`src/design/ltp_pkg.sv`:
```
// ----------------------------------------------------------------------------
// Loop termination predictor package
// Shared constants, field widths and the control state type.
// ----------------------------------------------------------------------------
package ltp_pkg;

  localparam int unsigned SETS_DEF         = 256;
  localparam int unsigned WAYS_DEF         = 4;
  localparam int unsigned TAG_W_DEF        = 14;
  localparam int unsigned COUNT_BITS_DEF   = 14;
  localparam int unsigned USE_CTR_BITS_DEF = 7;

  localparam int unsigned AGE_BITS  = 8;
  localparam int unsigned CONF_BITS = 2;

  localparam logic [AGE_BITS-1:0]  AGE_MAX  = 8'd255;
  localparam logic [CONF_BITS-1:0] CONF_MAX = 2'd3;
  localparam int unsigned          MIN_TRIP = 3;

  typedef enum logic [2:0] {
    ST_CLEAR  = 3'b001,
    ST_IDLE   = 3'b010,
    ST_UPDATE = 3'b100
  } state_e;

endpackage

```
`src/design/ltp_update.sv`:
```
// ----------------------------------------------------------------------------
// Loop table row update
// Tag search, prediction, entry update, allocation and usefulness counter step.
// ----------------------------------------------------------------------------
module ltp_update #(
  parameter int unsigned WAYS         = 4,
  parameter int unsigned TAG_W        = 14,
  parameter int unsigned COUNT_BITS   = 14,
  parameter int unsigned USE_CTR_BITS = 7,
  parameter int unsigned EW = TAG_W + 2 * COUNT_BITS + ltp_pkg::CONF_BITS + ltp_pkg::AGE_BITS,
  parameter int unsigned RW = WAYS * EW
) (
  input  logic [RW-1:0]                  row_i,
  input  logic [TAG_W-1:0]               tag_i,
  input  logic                           taken_i,
  input  logic                           guess_i,
  input  logic signed [USE_CTR_BITS-1:0] ctr_i,
  output logic [RW-1:0]                  row_o,
  output logic                           offer_o,
  output logic                           dir_o,
  output logic signed [USE_CTR_BITS-1:0] ctr_o
);

  import ltp_pkg::*;

  localparam int unsigned AGE_LO  = 0;
  localparam int unsigned CONF_LO = AGE_BITS;
  localparam int unsigned ITER_LO = CONF_LO + CONF_BITS;
  localparam int unsigned TRIP_LO = ITER_LO + COUNT_BITS;
  localparam int unsigned TAG_LO  = TRIP_LO + COUNT_BITS;

  localparam logic [USE_CTR_BITS-1:0] CTR_MAX = {1'b0, {(USE_CTR_BITS-1){1'b1}}};
  localparam logic [USE_CTR_BITS-1:0] CTR_MIN = {1'b1, {(USE_CTR_BITS-1){1'b0}}};

  logic [TAG_W-1:0]      tg   [WAYS];
  logic [COUNT_BITS-1:0] trip [WAYS];
  logic [COUNT_BITS-1:0] iter [WAYS];
  logic [CONF_BITS-1:0]  conf [WAYS];
  logic [AGE_BITS-1:0]   age  [WAYS];
  logic [WAYS-1:0]       hit_sel;
  logic                  hit;

  logic [COUNT_BITS-1:0] s_trip;
  logic [COUNT_BITS:0]   s_iter;
  logic [CONF_BITS-1:0]  s_conf;
  logic [AGE_BITS-1:0]   s_age;
  logic                  pred;
  logic                  conf_hit;

  always_comb begin
    hit     = 1'b0;
    hit_sel = '0;
    for (int w = 0; w < WAYS; w++) begin
      tg[w]   = row_i[w*EW+TAG_LO  +: TAG_W];
      trip[w] = row_i[w*EW+TRIP_LO +: COUNT_BITS];
      iter[w] = row_i[w*EW+ITER_LO +: COUNT_BITS];
      conf[w] = row_i[w*EW+CONF_LO +: CONF_BITS];
      age[w]  = row_i[w*EW+AGE_LO  +: AGE_BITS];
      if (!hit && tg[w] == tag_i) begin
        hit_sel[w] = 1'b1;
        hit        = 1'b1;
      end
    end
  end

  always_comb begin
    s_trip = '0;
    s_iter = '0;
    s_conf = '0;
    s_age  = '0;
    for (int w = 0; w < WAYS; w++) begin
      s_trip = s_trip | (trip[w] & {COUNT_BITS{hit_sel[w]}});
      s_iter = s_iter | {1'b0, iter[w] & {COUNT_BITS{hit_sel[w]}}};
      s_conf = s_conf | (conf[w] & {CONF_BITS{hit_sel[w]}});
      s_age  = s_age  | (age[w]  & {AGE_BITS{hit_sel[w]}});
    end

    conf_hit = hit && (s_conf == CONF_MAX);
    pred     = ((s_iter + 1'b1) == {1'b0, s_trip}) ? 1'b0 : 1'b1;
    offer_o  = conf_hit && !ctr_i[USE_CTR_BITS-1];
    dir_o    = offer_o && pred;

    ctr_o = ctr_i;
    if (conf_hit && (pred != guess_i)) begin
      if (pred == taken_i) begin
        if (ctr_i != CTR_MAX) begin
          ctr_o = ctr_i + 1'b1;
        end
      end else begin
        if (ctr_i != CTR_MIN) begin
          ctr_o = ctr_i - 1'b1;
        end
      end
    end

    if (conf_hit) begin
      if (pred != taken_i) begin
        s_trip = '0;
        s_iter = '0;
        s_conf = '0;
        s_age  = '0;
      end else if (pred != guess_i && s_age != AGE_MAX) begin
        s_age = s_age + 1'b1;
      end
    end

    s_iter = s_iter + 1'b1;
    if (s_iter > {1'b0, s_trip}) begin
      if (s_trip != '0 || s_iter[COUNT_BITS]) begin
        s_trip = '0;
        s_iter = '0;
        s_conf = '0;
        s_age  = '0;
      end else begin
        s_conf = '0;
      end
    end

    if (!taken_i) begin
      if (s_iter == {1'b0, s_trip}) begin
        if (s_conf != CONF_MAX) begin
          s_conf = s_conf + 1'b1;
        end
        if (s_trip < COUNT_BITS'(MIN_TRIP)) begin
          s_trip = '0;
          s_iter = '0;
          s_conf = '0;
          s_age  = '0;
        end
      end else if (s_trip == '0) begin
        s_conf = '0;
        s_trip = s_iter[COUNT_BITS-1:0];
      end else begin
        s_trip = '0;
        s_iter = '0;
        s_conf = '0;
        s_age  = '0;
      end
      s_iter = '0;
    end
  end

  always_comb begin
    logic alloc_done;
    alloc_done = 1'b0;
    row_o      = row_i;
    for (int w = 0; w < WAYS; w++) begin
      if (hit) begin
        if (hit_sel[w]) begin
          row_o[w*EW+TRIP_LO +: COUNT_BITS] = s_trip;
          row_o[w*EW+ITER_LO +: COUNT_BITS] = s_iter[COUNT_BITS-1:0];
          row_o[w*EW+CONF_LO +: CONF_BITS]  = s_conf;
          row_o[w*EW+AGE_LO  +: AGE_BITS]   = s_age;
        end
      end else if (taken_i && !alloc_done) begin
        if (age[w] == '0) begin
          row_o[w*EW+TAG_LO  +: TAG_W]      = tag_i;
          row_o[w*EW+TRIP_LO +: COUNT_BITS] = '0;
          row_o[w*EW+ITER_LO +: COUNT_BITS] = '0;
          row_o[w*EW+CONF_LO +: CONF_BITS]  = '0;
          row_o[w*EW+AGE_LO  +: AGE_BITS]   = AGE_MAX;
          alloc_done = 1'b1;
        end else begin
          row_o[w*EW+AGE_LO +: AGE_BITS] = age[w] - 1'b1;
        end
      end
    end
  end

endmodule

```
`config.mk`:
```
export PLATFORM = sky130hd
export DESIGN_NAME = ltp_update
export DESIGN_NICKNAME = d
export VERILOG_FILES = /design/src/design/ltp_pkg.sv /design/src/design/ltp_update.sv
export SDC_FILE = /design/constraint.sdc
export NUM_CORES = 1
export LEC_CHECK = 0
export BUFFER_PORTS_ARGS = -buffer_cell sky130_fd_sc_hd__buf_2
export CORE_AREA = 4 4 172 174
export DETAILED_ROUTE_END_ITERATION = 8
export DIE_AREA = 0 0 176 178
export GPL_TIMING_DRIVEN = 1
export PLACE_DENSITY_LB_ADDON = 0.2
export SYNTH_ARGS = -nofsm -noshare
export SYNTH_HDL_FRONTEND = slang
export SYNTH_SLANG_ARGS = --single-unit
```
`constraint.sdc`:
```
create_clock -name vclk -period 25.5
set_clock_uncertainty 0.05 [all_clocks]
set_input_delay 2.55 -clock vclk [all_inputs]
set_output_delay 2.55 -clock vclk [all_outputs]
set_load 0.005 [all_outputs]
```
Word-level counts from Yosys, hierarchy flattened

Index checks and enable logic that the tools add are counted.

Flip-flop bits (word level): 0
Bits in latches: 0
Bits in writable memories: 0
ROM bits: 0
Bits of input ports: 231
Memories: 0

Add/subtract/negate cells: 10
$mul: 0
Divide/modulo/power cells: 0
Order comparisons: 2
Eq/ne operators: 14
Shift-type cells: 0
Multiplexer cells: 74
Bitwise logic cells: 28
Reductions and logical operators: 25

Operator list:

| kind                                                                   | count |
|---|---|
| 38-bit two-way mux                                                     | 8 |
| 14-bit two-way mux                                                     | 15 |
| 52-bit two-way mux                                                     | 4 |
| 44-bit two-way mux                                                     | 4 |
| 14-bit AND                                                             | 8 |
| 8-bit two-way mux                                                      | 13 |
| 14-bit bitwise OR                                                      | 6 |
| 14-bit == test                                                         | 4 |
| 8-bit AND                                                              | 4 |
| 8-bit zero test                                                        | 4 |
| 8-bit by 1-bit subtractor with 8-bit output (second input constant)    | 4 |
| 15-bit by 14-bit == test with 1-bit output                             | 2 |
| 15-bit two-way mux                                                     | 2 |
| 7-bit two-way mux                                                      | 4 |
| 8-bit bitwise OR                                                       | 3 |
| 1-bit two-way mux                                                      | 17 |
| 14-bit by 1-bit adder with 15-bit output (second input constant)       | 1 |
| 15-bit by 1-bit adder with 15-bit output (second input constant)       | 1 |
| 15-bit by 14-bit greater-than comparator with 1-bit output             | 1 |
| 14-bit zero test                                                       | 1 |
| 14-bit by 2-bit < comparator with 1-bit output (second input constant) | 1 |
| 2-bit two-way mux                                                      | 7 |
| 14-bit nonzero test                                                    | 1 |
| 1-bit logical AND                                                      | 11 |
| other kinds (15)                                                       | 27 |

Depth between registers and ports, before layout

Gate-level depths: netlist (run 1).

Word-level depth: 29
Gate-level depth with buffers: 39
Mapped depth without buffers: 36

Worst setup path after synthesis (run 1)

No wires, ideal clock.

Path type: input-to-output
Start point: input port tag_i[6]
End point: output port row_o[3]
Arrival: 10.096 ns
Required time: 22.900 ns
Path slack: 12.804 ns
Cell stages on the path: 39
Path buffers: 4
Cells stage by stage: buf_4 > xor2_1 > nor4_4 > and4_4 > buf_4 > buf_2 > nand2_1 > o31a_1 > inv_2 > ha_1 > a21boi_1 > nand4_1 > xnor3_1 > or4_4 > a2111oi_4 > nand4_1 > nand3_1 > clkbuf_1 > (+3 left out) > nor2_1 > nand2_1 > xnor2_1 > nand2_1 > inv_1 > ha_1 > a21o_1 > a21oi_1 > nor2b_1 > o21ai_0 > nand2b_1 > a2111oi_0 > nor2_1 > a21o_1 > a221oi_4 > inv_2 > or3_4 > a221oi_2

Cells in the longest elaborated chain, start to end: 29
Elaborated cells on any way between the ends: 81
Those cells by class: add/sub (3); order compare (2); eq/ne (10); mux (27); bitwise (28); reduce/logical (11)

RTL lines:

| item                                                    | line              | source |
|---|---|---|
| from (decl)                                             | ltp_update.sv:14  | `input logic [TAG_W-1:0] tag_i,` |
| branches (longest 28 deep; another with 14-bit == test) | -                 |  |
| 38-bit two-way mux (*)                                  | ltp_update.sv:148 | `if (hit) begin` |
| to (decl)                                               | ltp_update.sv:18  | `output logic [RW-1:0] row_o,` |

Every way passes the cells marked *.

Worst setup path after layout (run 1)

Start point: input port tag_i[0]
End point: output port row_o[130]

Cells in the longest elaborated chain, start to end: 29
Elaborated cells on any way between the ends: 74
Those cells by class: add/sub (2); order compare (2); eq/ne (8); mux (27); bitwise (21); reduce/logical (14)

RTL lines:

| item                                                    | line |
|---|---|
| branches (longest 28 deep; another with 14-bit == test) | - |
| 38-bit two-way mux (*)                                  | ltp_update.sv:148 |

Marked as above.

==> impl_summary.log, run 1 <==
INFO  metric worst_slew_pin_slew = 1.04 ns
INFO  metric worst_ep_required_time = 22.90 ns
INFO  metric most_frequent_cells_in_the_layout = 448 x buf_2, 265 x nand2_1, 147 x o21ai_0
INFO  metric report.power.total = 118 µW
INFO  metric worst-path-buf-inv = 4
INFO  metric initial_utilization = 0.330
INFO  metric crit_path_start = tag_i[0]
INFO  metric placement.io_buffers = 448
INFO  metric critPathTopFamily = simple AND/OR/NAND/NOR gates
INFO  metric netlist_area = 9160 µm²
INFO  metric fillCellCount = 3136
INFO  metric worstHoldStart = row_i[74]
INFO  metric mappedNetlistNets = 1713
INFO  metric crit_type = in2out
INFO  metric die_h = 178 µm
INFO  metric cts.hold.buffers_added = 0
INFO  metric tns = 0 ns
INFO  metric grt_start_max_net_pins = 57
INFO  metric post_synth.cell_area_avg = 6.30 µm²
INFO  metric die_area = 31300 µm²
INFO  metric drt_wl_total = 63900 µm
INFO  metric min_period = 16.50 ns
INFO  metric clock_buffers = 0
INFO  metric hpwlAfterDp = 52100 µm
INFO  metric timing.critical_path.fanout_max = 40
INFO  metric register_area = 0 µm²
INFO  metric viasPerCell = 6.38
INFO  metric worst_hold_slack = 5.34 ns
INFO  metric unrepaired_setup_endpoints_after_global_routing = no
INFO  metric status = finished clean
INFO  metric design.portCount = 448
INFO  metric leakage_power = 0.00535 µW
INFO  metric cap_violations = 0
INFO  metric signed_area_change_from_the_synthesized_netlist_to_the_final_layout = 26.0%
INFO  metric antenna_found_initial = 4
INFO  metric routed-via-count = 14083
INFO  metric critical_path_end_type = output port
INFO  metric syn-instance-count = 1454
INFO  metric final_util = 0.415
INFO  metric finalNetCount = 2087
INFO  metric synth.distinct_cells = 96
INFO  metric vias_in_the_first_global_route = 13325
INFO  metric number_of_drc_violations_after_detailed_routing = 0
INFO  metric die_width = 176 µm
INFO  metric seq_area_frac_synth = 0
INFO  metric worstPathArrival = 13.90 ns
INFO  metric crit_path_top_delay_cell = or4_4
INFO  metric finalWeightedCongestion = 0.990
INFO  metric startpoint_type = primary input
INFO  metric final_antenna_net_count = 0
INFO  metric ctsResizeCount = 0
INFO  metric drt_iter0_markers = 1533
INFO  metric core-area = 27800 µm²
INFO  metric slowest_delay = 1.04 ns
INFO  metric slew_viol_final = 0
INFO  metric clock.fmax = 0.0606 GHz
INFO  metric detailedRoute.firstPassIterationCount = 6
INFO  metric final-hold-violation-count = 0
INFO  metric post-route-period-util = 0.647
INFO  metric yosysWarnings = 0
INFO  metric fp-row-count = 61
INFO  metric layout_commonest_cell = buf_2
INFO  metric layout_cells_sized_above_1 = 0.320
INFO  metric gr-usage-all-layers = 0.380
INFO  metric hold_path_class = in2out
INFO  metric drt-wirelength-per-cell = 28.9 µm
INFO  metric power_density = 10.2 nW/µm²
INFO  metric seq_cell_count = 0
INFO  metric ir_worst_vdd = 0.0104 mV
INFO  metric post_cts.repair.setup_buffers = 0
INFO  metric grt_pass1_wl = 90300 µm
INFO  metric grt_overflow = 0
INFO  metric report.final.setup_viol = 0
INFO  metric max_slew_margin = 0.307
cell usage after synthesis (all sizes together) (5+ instances only):
cell type | count | area share
and3 | 11 | 0.0075
o31ai | 8 | 0.0066
nand2 | 265 | 0.11
a21oi | 108 | 0.059
a21o | 6 | 0.0049
mux2 | 46 | 0.057
o221ai | 23 | 0.022
nand3 | 106 | 0.058
nor2b | 6 | 0.0041
a221oi | 19 | 0.024
inv | 32 | 0.013
nand4 | 33 | 0.026
ha | 28 | 0.038
mux2i | 20 | 0.023
nor4 | 43 | 0.040
xnor3 | 5 | 0.012
xor2 | 22 | 0.021
o211ai | 24 | 0.022
clkbuf | 47 | 0.020
or3 | 18 | 0.013
buf | 56 | 0.043
a2bb2oi | 5 | 0.0074
a2111oi | 6 | 0.0098
nor2 | 100 | 0.042
a221o | 6 | 0.0066
a32o | 5 | 0.0055
o22ai | 12 | 0.0082
and2 | 17 | 0.012
nand2b | 16 | 0.011
xnor2 | 60 | 0.057
o21a | 11 | 0.0090
o21ai | 159 | 0.087
a31oi | 11 | 0.0075
and4 | 9 | 0.0092
a211oi | 17 | 0.017
or2 | 10 | 0.0068
nor3 | 21 | 0.013
or4 | 10 | 0.0094
worst paths after layout:
check / slack [ns] / cells after the start / endpoint
hold / removal: 5.34 / 4 / row_o[74]
setup / recovery: 9.00 / 38 / row_o[130]
metal layers:
| metal | vias up | track usage | routed length [µm] |
|---|---|---|---|
| li1 | 6197 | - | - |
| met1 | 6688 | 0.478 | 24700 |
| met2 | 1020 | 0.654 | 29700 |
| met3 | 178 | 0.0598 | 6340 |
| met4 | 0 | 0.146 | 3100 |
| met5 | - | 0 | 0 |
cell families after synthesis:
family | after synthesis | synth area share
xor gates and xnor gates | 89 | 0.0959
adders and majority gates | 28 | 0.0383
buffers and inverters | 135 | 0.0761
muxes | 67 | 0.0817
AOI/OAI and AO/OA | 463 | 0.341
and+or+nand+nor | 672 | 0.367
area by class of cell:
class              count  area (µm²)  share of cell area
diodes                 3        7.51            0.000651
inverters             32         120              0.0104
repair buffers       475        2440               0.212
multi-input cells   1319        8490               0.736
well taps            378         473              0.0410
report_power, final:
part / switching (µW) / internal, µW
Combinational: 71.0 / 46.6
Clock: 0 / 0.0000157
Sequential: 0 / 0
Total: 71.0 / 46.6
per-stage QoR:
stage	worst slack, ns	area, µm²	std cells
floorplan	12.80	9160	1454
global placement	9.58	11500	2204
detailed placement	9.47	11500	2204
CTS	9.43	11500	2204
global route	8.63	11500	2207
finish	9.00	11500	2207
No activity file was read; power rests on OpenSTA's default activity.
==> inputs of run 2 (changes only) <==
--- a/config.mk
+++ b/config.mk
@@ -6,9 +6,9 @@
 export NUM_CORES = 1
 export LEC_CHECK = 0
 export BUFFER_PORTS_ARGS = -buffer_cell sky130_fd_sc_hd__buf_2
-export CORE_AREA = 4 4 172 174
+export CORE_AREA = 4 4 171 173
 export DETAILED_ROUTE_END_ITERATION = 8
-export DIE_AREA = 0 0 176 178
+export DIE_AREA = 0 0 175 177
 export GPL_TIMING_DRIVEN = 1
 export PLACE_DENSITY_LB_ADDON = 0.2
 export SYNTH_ARGS = -nofsm -noshare
==> constraint.sdc (replaced) <==
create_clock -name vclk -period 14.7
set_clock_uncertainty 0.05 [all_clocks]
set_input_delay 1.47 -clock vclk [all_inputs]
set_output_delay 1.47 -clock vclk [all_outputs]
set_load 0.005 [all_outputs]
==> impl_summary.log, run 2 (synthesis gave the netlist of run 1 again) <==
INFO  metric status = finished clean
INFO  metric die_width = 175 µm (-0.57%)
INFO  metric slowest_delay = 1.02 ns (-0.02 ns)
INFO  metric gr-usage-all-layers = 0.365 (-0.0155)
INFO  metric part_of_the_power_in_the_clock_network = 0 (unchanged)
INFO  metric layout.cell_area.non_filler = 11500 µm² (about the same)
INFO  metric worst_ep_required_time = 13.18 ns (-9.72 ns)
INFO  metric worstPathArrival = 12.27 ns (-1.63 ns)
INFO  metric most_frequent_cells_in_the_layout = 448 x buf_2, 265 x nand2_1, 147 x o21ai_0
INFO  metric min_period = 13.79 ns
INFO  metric crit_path_top_delay_cell = or4_4
INFO  metric drt_iter0_markers = 1750 (+14%)
INFO  metric placed_cells = 2205 (+0.045%)
INFO  metric grt_overflow = 0 (unchanged)
INFO  metric clock_buffers = 0 (unchanged)
INFO  metric drt_wl_total = 61000 µm (-4.5%)
INFO  metric ctsResizeCount = 0 (unchanged)
INFO  metric number_of_drc_violations_after_detailed_routing = 0 (unchanged)
INFO  metric cap_violations = 0 (unchanged)
INFO  metric share_seq_of_total_power = 0 (unchanged)
INFO  metric signed_area_change_from_the_synthesized_netlist_to_the_final_layout = 26.1% (about the same)
INFO  metric power.net_switching = 120 µW (+70%)
INFO  metric final-hold-violation-count = 0 (unchanged)
INFO  metric core-area = 27600 µm² (-0.55%)
INFO  metric die_h = 177 µm (-0.56%)
INFO  metric viasPerCell = 6.35 (-0.41%)
INFO  metric internal_power = 81.0 µW (+74%)
INFO  metric finish.cell_count_without_fillers = 2211 (+0.18%)
INFO  metric placement.io_buffers = 448 (unchanged)
INFO  metric critPathMostFrequentCell = nor2_1
INFO  metric combinationalPowerShare = 1.000 (about the same)
INFO  metric startpoint_type = primary input
INFO  metric fillCellCount = 3107 (-0.92%)
INFO  metric postPlaceCellArea = 11500 µm² (unchanged)
INFO  metric power_density = 17.4 nW/µm² (+71%)
INFO  metric critical_path_end_type = output port
INFO  metric grt_start_max_net_pins = 50 (-12%)
INFO  metric crit_type = in2out
INFO  metric cts.hold.buffers_added = 0 (unchanged)
INFO  metric timing.critical_path.fanout_max = 40 (unchanged)
INFO  metric seq_cell_count = 0 (unchanged)
INFO  metric finalNetCount = 2088 (+0.048%)
INFO  metric max_slew_margin = 0.181 (-0.126)
INFO  metric die_area = 31000 µm² (-1.1%)
INFO  metric report.power.total = 201 µW (+71%)
INFO  metric final_antenna_net_count = 0 (unchanged)
INFO  metric unrepaired_setup_endpoints_after_global_routing = no
INFO  metric final_util = 0.418 (+0.00257)
INFO  metric grt_pass1_wl = 87000 µm (-3.6%)
INFO  metric design.portCount = 448 (unchanged)
INFO  metric ir_worst_vdd = 0.0183 mV (+76%)
INFO  metric power.share.switching = 0.598 (-0.00575)
INFO  metric hold_path_class = in2out
INFO  metric detailedRoute.firstPassIterationCount = 6 (unchanged)
INFO  metric initial_utilization = 0.331 (+0.00182)
INFO  metric clock.fmax = 0.0725 GHz
INFO  metric tns = 0 ns (unchanged)
INFO  metric leakage_power = 0.00535 µW (about the same)
INFO  metric antenna_found_initial = 7 (+3)
INFO  metric drt-wirelength-per-cell = 27.6 µm (-4.7%)
INFO  metric routed-via-count = 14050 (-0.23%)
INFO  metric layout_commonest_cell = buf_2
INFO  metric report.final.setup_viol = 0 (unchanged)
INFO  metric register_area = 0 µm² (unchanged)
INFO  metric finalWeightedCongestion = 1.01 (+2.3%)
INFO  metric slew_viol_final = 0 (unchanged)
INFO  metric fp-row-count = 61 (unchanged)
INFO  metric vias_in_the_first_global_route = 13431 (+0.80%)
INFO  metric layout_cells_sized_above_1 = 0.321 (+0.000372)
INFO  metric hpwlAfterDp = 49700 µm (-4.6%)
INFO  metric post_cts.repair.setup_buffers = 0 (unchanged)
INFO  metric post-route-period-util = 0.938
INFO  metric worst_slew_pin_slew = 1.22 ns (+0.187 ns)
-- run 2: changes by cell type in the layout (fill, tap and decap cells not counted), sizes merged --
cell	change
diode	+3
buf	+1
-- run 2: power groups by stage --
stage	logic (µW)	clock network [µW]	registers [µW]
floorplan	88.3	0	0
global placement	199	0	0
detailed placement	198	0	0
CTS	199	0	0
global route	215	0.0000547	0
finish	201	0.0000548	0
-- run 2: layer usage --
metal  track usage  share of wire  up-vias  wire, µm
li1              -              -     6205         -
met1         0.441           0.38     6551     22900
met2         0.621           0.46     1092     28000
met3        0.0861           0.11      202      6750
met4         0.155          0.053        0      3250
met5             0              0        -         0
-- run 2: path summary, 6_finish.rpt --
| kind | start | endpoint | slack [ns] | depth (start not counted) |
|---|---|---|---|---|
| setup / recovery | tag_i[13] | row_o[60] | 0.91 | 35 |
| hold / removal | row_i[43] | row_o[43] | 3.17 | 4 |
-- run 2: final cells by class --
cell class | count | area [µm²] | share of cell area
multi-input cells | 1319 | 8490 | 0.735
well taps | 378 | 473 | 0.0410
diodes | 6 | 15.0 | 0.00130
inverters | 32 | 120 | 0.0104
repair buffers | 476 | 2450 | 0.212
-- run 2: worst max-delay path, delay by kind of cell --
| family | cells | cell delay (ns) |
|---|---|---|
| AOI/OAI and AO/OA | 14 | 3.45 |
| xor gates and xnor gates | 3 | 1.47 |
| adders and majority gates | 3 | 1.00 |
| buffers and inverters | 3 | 0.48 |
| and+or+nand+nor | 12 | 4.37 |
-- run 2: per-stage QoR --
step                hold slack [ns]  worst slack, ns
floorplan                      2.92             4.16
global placement               3.18             1.47
detailed placement             3.18             1.19
CTS                            3.18             1.14
global route                   3.20            0.353
finish                         3.17            0.914
